### src/hdl/sida_pkg.sv
// Shared types and constants for the signed integer to decimal ASCII unit.
// Holds the digit cell control struct and the ASCII character codes.
// No dependencies; compiled first.
package sida_pkg;

	// One BCD digit per cell.
	localparam int DIGIT_W = 4;
	// Width of the character code on the result port.
	localparam int CHAR_W = 6;

	localparam logic [CHAR_W-1:0] CHAR_MINUS = 6'd45;
	localparam logic [CHAR_W-1:0] CHAR_ZERO  = 6'd48;

	// Control shared by every cell of the digit row.
	typedef struct packed {
		logic clear;    // zero the digit
		logic dabble;   // add-3 adjust and shift in one binary bit
		logic shift_up; // move digits one place toward the most significant end
	} cell_ctl_t;

endpackage

### src/hdl/sida_cell.sv
// One BCD digit cell of the conversion row.
// Performs the shift-and-add-3 step and the digit shift used while emitting.
// Depends on sida_pkg.
module sida_cell (
	input  logic                         clk,
	input  sida_pkg::cell_ctl_t          ctl,
	input  logic                         carry_in,
	input  logic [sida_pkg::DIGIT_W-1:0] digit_in,
	output logic                         carry_out,
	output logic [sida_pkg::DIGIT_W-1:0] digit_q
);
	import sida_pkg::*;

	logic [DIGIT_W-1:0] adj;

	// Digits of five or more get three added so the shift carries correctly.
	always_comb begin
		if (digit_q >= DIGIT_W'(5)) begin
			adj = digit_q + DIGIT_W'(3);
		end else begin
			adj = digit_q;
		end
	end

	assign carry_out = adj[DIGIT_W-1];

	always_ff @(posedge clk) begin
		if (ctl.clear) begin
			digit_q <= '0;
		end else if (ctl.dabble) begin
			digit_q <= {adj[DIGIT_W-2:0], carry_in};
		end else if (ctl.shift_up) begin
			digit_q <= digit_in;
		end
	end

endmodule

### src/hdl/signed_int_to_decimal_ascii_unit.sv
// Signed integer to decimal ASCII unit on a row of BCD digit cells; uses sida_cell and sida_pkg.
// The minus sign is registered at acceptance; each digit is registered as the top cell is read out,
// with leading zeros skipped. Busy stays high through the bit-serial shift through the digit
// cell row and the digit read-out, and no new item is taken until the unit is idle again.
// The receiver cannot stall. Reset (arst_n low, asynchronous) returns to idle, no strobe pending.
module signed_int_to_decimal_ascii_unit #(
	parameter int NUM_WIDTH = 32
) (
	input  logic                          clk,
	input  logic                          arst_n,
	input  logic                          start,
	output logic                          busy,
	input  logic signed [NUM_WIDTH-1:0]   number,
	output logic                          strobe,
	output logic [sida_pkg::CHAR_W-1:0]   char_code,
	output logic                          last_char
);
	import sida_pkg::*;

	// Decimal digits in 2^(NUM_WIDTH-1), the largest magnitude; log10(2) ~ 0.30103.
	localparam int NDIG = ((NUM_WIDTH - 1) * 30103) / 100000 + 1;
	localparam int CW   = $clog2(NUM_WIDTH + 1);
	localparam int LW   = $clog2(NDIG + 1);

	typedef enum logic [1:0] {
		ST_IDLE,
		ST_CONV,
		ST_LEAD,
		ST_EMIT
	} state_t;

	state_t                 state_q;
	logic [NUM_WIDTH-1:0]   mag_q;
	logic [CW-1:0]          bits_left_q;
	logic [LW-1:0]          digits_left_q;
	logic                   strobe_q;
	logic [CHAR_W-1:0]      char_q;
	logic                   last_q;

	logic                   accept;
	logic [NUM_WIDTH-1:0]   mag_in;
	cell_ctl_t              ctl;
	logic [DIGIT_W-1:0]     digit [NDIG];
	logic [NDIG:0]          carry;
	logic [DIGIT_W-1:0]     top_digit;
	logic                   lead_zero;
	logic                   emit_now;
	logic                   final_digit;

	assign busy   = (state_q != ST_IDLE);
	assign accept = start && !busy;

	// Magnitude in NUM_WIDTH unsigned bits: the most negative value maps to
	// 2^(NUM_WIDTH-1), which still fits, so nothing overflows.
	assign mag_in = number[NUM_WIDTH-1] ? (~number + 1'b1) : number;

	assign top_digit   = digit[NDIG-1];
	assign final_digit = (digits_left_q == LW'(1));
	// A leading zero is skipped unless it is the only digit left (value zero).
	assign lead_zero   = (state_q == ST_LEAD) && (top_digit == '0) && !final_digit;
	assign emit_now    = ((state_q == ST_LEAD) && !lead_zero) || (state_q == ST_EMIT);

	always_comb begin
		ctl.clear    = accept;
		ctl.dabble   = (state_q == ST_CONV);
		ctl.shift_up = lead_zero || emit_now;
	end

	// The binary magnitude enters the row most significant bit first at digit zero.
	assign carry[0] = mag_q[NUM_WIDTH-1];

	// Cell 0 holds the units digit. While emitting, each cell takes the digit of
	// the cell below it so the most significant digit always sits in the top cell.
	for (genvar i = 0; i < NDIG; i++) begin : g_cell
		logic [DIGIT_W-1:0] below;
		if (i == 0) begin : g_bottom
			assign below = '0;
		end else begin : g_upper
			assign below = digit[i-1];
		end
		sida_cell u_cell (
			.clk      (clk),
			.ctl      (ctl),
			.carry_in (carry[i]),
			.digit_in (below),
			.carry_out(carry[i+1]),
			.digit_q  (digit[i])
		);
	end

	// Payload register: magnitude shifter.
	always_ff @(posedge clk) begin
		if (accept) begin
			mag_q <= mag_in;
		end else if (state_q == ST_CONV) begin
			mag_q <= {mag_q[NUM_WIDTH-2:0], 1'b0};
		end
	end

	// Sequencer: state, counters and the registered character, strobe and last flag.
	always_ff @(posedge clk or negedge arst_n) begin
		if (!arst_n) begin
			state_q       <= ST_IDLE;
			bits_left_q   <= '0;
			digits_left_q <= '0;
			strobe_q      <= 1'b0;
			char_q        <= '0;
			last_q        <= 1'b0;
		end else begin
			strobe_q <= 1'b0;
			last_q   <= 1'b0;
			case (state_q)
				ST_IDLE: begin
					if (accept) begin
						state_q     <= ST_CONV;
						bits_left_q <= CW'(NUM_WIDTH);
						// A negative number starts its text with the minus sign now.
						char_q      <= CHAR_MINUS;
						strobe_q    <= number[NUM_WIDTH-1];
					end
				end
				ST_CONV: begin
					bits_left_q <= bits_left_q - 1'b1;
					if (bits_left_q == CW'(1)) begin
						state_q       <= ST_LEAD;
						digits_left_q <= LW'(NDIG);
					end
				end
				ST_LEAD, ST_EMIT: begin
					digits_left_q <= digits_left_q - 1'b1;
					if (emit_now) begin
						char_q   <= CHAR_ZERO + {{(CHAR_W-DIGIT_W){1'b0}}, top_digit};
						strobe_q <= 1'b1;
						last_q   <= final_digit;
						state_q  <= final_digit ? ST_IDLE : ST_EMIT;
					end
				end
				default: begin
					state_q <= ST_IDLE;
				end
			endcase
		end
	end

	assign strobe    = strobe_q;
	assign char_code = char_q;
	assign last_char = last_q;

`ifndef NO_ASSERTIONS
	// Every shown character is a minus sign or a decimal digit.
	a_char_range: assert property (@(posedge clk) disable iff (!arst_n)
		strobe |-> (char_code == CHAR_MINUS) ||
			((char_code >= CHAR_ZERO) && (char_code <= CHAR_ZERO + 6'd9)))
		else $error("character code out of range");

	// The last-character flag only appears on a shown character.
	a_last_strobe: assert property (@(posedge clk) disable iff (!arst_n)
		last_char |-> strobe)
		else $error("last_char without strobe");

	// The unit goes idle exactly when it shows the final character.
	a_idle_on_last: assert property (@(posedge clk) disable iff (!arst_n)
		$fell(busy) |-> (strobe && last_char))
		else $error("went idle without the final character");

	// An accepted item keeps the unit busy for the next cycle.
	a_accept_busy: assert property (@(posedge clk) disable iff (!arst_n)
		(start && !busy) |=> busy)
		else $error("accepted item did not make the unit busy");

	// The top digit stays a valid BCD digit while digits are read out.
	a_bcd_top: assert property (@(posedge clk) disable iff (!arst_n)
		((state_q == ST_LEAD) || (state_q == ST_EMIT)) |-> (top_digit <= DIGIT_W'(9)))
		else $error("top cell holds a non-decimal digit");

	// Every magnitude fits in the row, so the top cell never carries out while converting.
	a_no_overflow: assert property (@(posedge clk) disable iff (!arst_n)
		(state_q == ST_CONV) |-> !carry[NDIG])
		else $error("digit row overflowed during conversion");
`endif

endmodule

### config.mk
export PLATFORM = sky130hd
export DESIGN_NAME = signed_int_to_decimal_ascii_unit
export DESIGN_NICKNAME = d
export VERILOG_FILES = /design/src/hdl/sida_pkg.sv /design/src/hdl/sida_cell.sv /design/src/hdl/signed_int_to_decimal_ascii_unit.sv
export SDC_FILE = /design/constraint.sdc
export NUM_CORES = 1
export LEC_CHECK = 0
export BUFFER_PORTS_ARGS = -buffer_cell sky130_fd_sc_hd__buf_4
export CAP_MARGIN = 40
export CORE_MARGIN = 2
export CORE_UTILIZATION = 50
export CTS_CLUSTER_SIZE = 14
export DETAILED_ROUTE_END_ITERATION = 7
export GPL_TIMING_DRIVEN = 1
export HOLD_SLACK_MARGIN = 0.08
export PLACE_DENSITY_LB_ADDON = 0.08
export SETUP_SLACK_MARGIN = 0.1
export SYNTH_ARGS = -nofsm -noshare
export SYNTH_HDL_FRONTEND = slang
export SYNTH_SLANG_ARGS = --single-unit
### constraint.sdc
create_clock -name clk -period 2.19 [get_ports clk]
set_input_delay 0.438 -clock clk [delete_from_list [all_inputs] [get_ports clk]]
set_output_delay 0.438 -clock clk [all_outputs]
set_load 0.02 [all_outputs]
==> reports/results.tsv <==
metric	value	unit
ys_seq_area_share	42.0	%
drv_cap	0	
cp-start-kind	input port	
cts_buffers	9	
cts_tree	done	
crit_buf_inv	1	
total_power	8.66	mW
root_buffer	clkbuf_8	
viasPerCell	5.52	
core	10400	sq um
cp_slowest_cell	or4_4	
report.final.slew_viol_count	0	
critPathMaxFanout	3	
gp_congestion	0.808	
final_nets	719	
hpwl	7850	microns
dr_total_vias	4409	
clk_pin_slew	80	ps
drt_iter0_drc	228	
wl	10900	microns
cts_resized	0	
r2r_slack	400	ps
synthArstFlopShare	21.7	%
yosysTopAreaCellShare	17.8	%
yosys_warnings	0	
syn_area	5390	sq um
hp-class	in -> reg	
powerDensity	1390	nW/um^2
worstPathArrival	2030	ps
rows	37	
drc	0	
status	finished, final reports clean	
dieArea	11600	sq um
synth_area_leader_cell	edfxtp_1	
tightest_slew	531	ps
critical_path.cell_chain	buf_4 -> or4_4 -> or4_4 -> o31ai_4 -> xor2_1 -> o21ai_1	
setup_viol	0	
die_w	108	microns
num_io_pins	44	
grt_pass1_wl	18500	microns
grt_pass1_vias	4132	
grt_usage	19.7	%
grt_remaining_overflow	0	
hold_viol_final	0	
min_period	1930	ps
syn_nets	671	
io_buffers	43	
htreeDepth	3	
synth.area.top_cells	edfxtp_1 (18%), dfxtp_1 (15%), dfrtp_1 (9.3%), ha_1 (6.0%), o21ai_0 (5.9%)	
crit_required	2290	ps
cts_buffer_depth	2	
slew_headroom	64.6	%
antenna_found_initial	0	
peakVddDrop	0.663	mV
finalClockSkew	11.5	ps
place_inst	782	
syn_avg_cell_area	8.83	sq um
grt_max_degree	58	
critPathCaptureType	register	
start_util	51.7	%
synth-seq-cells	92	
cts.sinks	92	
drt_first_pass_iters	4	
fin_crit_sh	88.2	%
synth_cell_types	47	
diodes	0	
clk_latency	360	ps
die_y	108	microns
fin_tns_setup	0	ps
wl_per_cell	13.6	microns
max_stage_delay	530	ps
synthToLayoutAreaGrowth	15.3	%
drive_gt1_share	15.7	%
worstSetupPathType	in -> reg	
rsz0062_at_grt	no	
ant_nets	0	
fmax	518	MHz
p_leak	2.67	nW
post-cts-setup-buffer-count	0	
fin_cells	799	
synth_cells	610	
synthFlopType	dfxtp_1	
crit_family	simple AND/OR/NAND/NOR gates	
synth_edf_count	32	
cpMostUsedCell	or4_4	
==> path summary, 6_finish.rpt <==
| path | start | endpoint | cells past startpoint |
|---|---|---|---|
| max in group asynchronous | arst_n | state_q[0] | 2 |
| min | number[0] | mag_q[0] | 3 |
| max | number[26] | mag_q[30] | 6 |
| max reg2reg | state_q[0] | mag_q[8] | 5 |
| min in group asynchronous | arst_n | digits_left_q[2] | 2 |
| min reg2reg | bits_left_q[5] | bits_left_q[5] | 1 |
==> through the flow <==
stage / setup slack [ps] / area [sq um] / hold WS, ps / util, %
after floorplan: 36.0 / 5410 / 142 / -
after global placement: -91.5 / 6020 / 328 / 57.8
after detailed placement: -118 / 6020 / 330 / 57.8
after CTS: 283 / 6210 / 413 / 59.6
after global routing: 189 / 6210 / 435 / 59.6
final: 259 / 6210 / 428 / 59.6
==> state kept, by name, indices dropped and copies added, names as in the netlist <==
name                   flops
bits_left_q                6
char_code                  6
digits_left_q              4
g_cell.u_cell.digit_q     40
last_char                  1
mag_q                     32
state_q                    2
strobe                     1
==> cell type report <==
cell class                      instances  area [sq um]
Inverter                               36           135
Multi-Input combinational cell        446          2880
Sequential cell                        92          2260
Fill cell                             943          4210
Clock buffer                           11           131
Timing Repair Buffer                   73           576
Tap cell                              136           170
Clock inverter                          5          52.6
==> worst reg2reg max path, delay by kind of cell (launching register included) <==
kind                   cells  cell delay, ps
buffers and inverters      1             300
AND/OR/NAND/NOR            3             650
AO/OA/AOI/OAI              1              80
flip-flops                 1             520
==> per-layer routing <==
metal | wire length (microns) | vias to the layer above | track usage, %
met5 | 0 | - | 0
met4 | 112 | 0 | 6.87
met3 | 326 | 10 | 3.27
met2 | 5180 | 62 | 32.1
met1 | 5250 | 2060 | 26.4
li1 | - | 2277 | -
==> synthesized netlist by cell type, types with 2 or more instances <==
library cell	number
a211oi_1	26
a21o_1	9
a21oi_1	37
a32oi_1	9
and2_1	2
and3_1	2
buf_1	3
clkbuf_1	32
dfrtp_1	20
dfxtp_1	40
edfxtp_1	32
ha_1	26
inv_1	36
mux2i_1	11
nand2_1	73
nand2b_1	20
nand3_1	9
nand4_1	2
nor2_1	19
nor2b_1	2
nor3_1	44
nor4_1	2
nor4_2	2
o21ai_0	63
o21ai_1	12
o31ai_1	9
o41ai_1	5
o41ai_2	2
or4_1	4
xnor2_1	11
xor2_1	30
==> power breakdown <==
group          leakage [nW]  internal (mW)  switching (mW)  total (mW)
Clock                0.0931          0.523           0.583        1.11
Combinational          1.69           1.78            2.41        4.19
Sequential            0.890           2.82           0.537        3.36
==> kinds of logic (layout without fill, tap and decap cells) <==
family / after synthesis / in the layout / synth area share (%)
AOI/OAI and AO/OA: 177 / 177 / 20.3
xor gates and xnor gates: 41 / 41 / 6.67
adders and majority gates: 26 / 26 / 6.04
buffers and inverters: 72 / 125 / 5.04
DFF: 92 / 92 / 42.0
muxes: 12 / 12 / 2.25
and+or+nand+nor: 190 / 190 / 17.8
==> repair_timing <==
item	4_1_cts	5_1_grt
hold buffers	1	0
endpoints found under the hold margin	20	0
endpoints found under the setup margin	0	0
==> placed cells by master, fill, tap and decap left out, drive strengths merged, types with 26 or more instances in the layout <==
cell type and count:
inv 36, a211oi 26, dfxtp 40, nand2 73, a21oi 37, ha 26
xor2 30, edfxtp 32, nor3 44, o21ai 75, buf 72
Note: power is estimated with default switching activity, not from simulation.
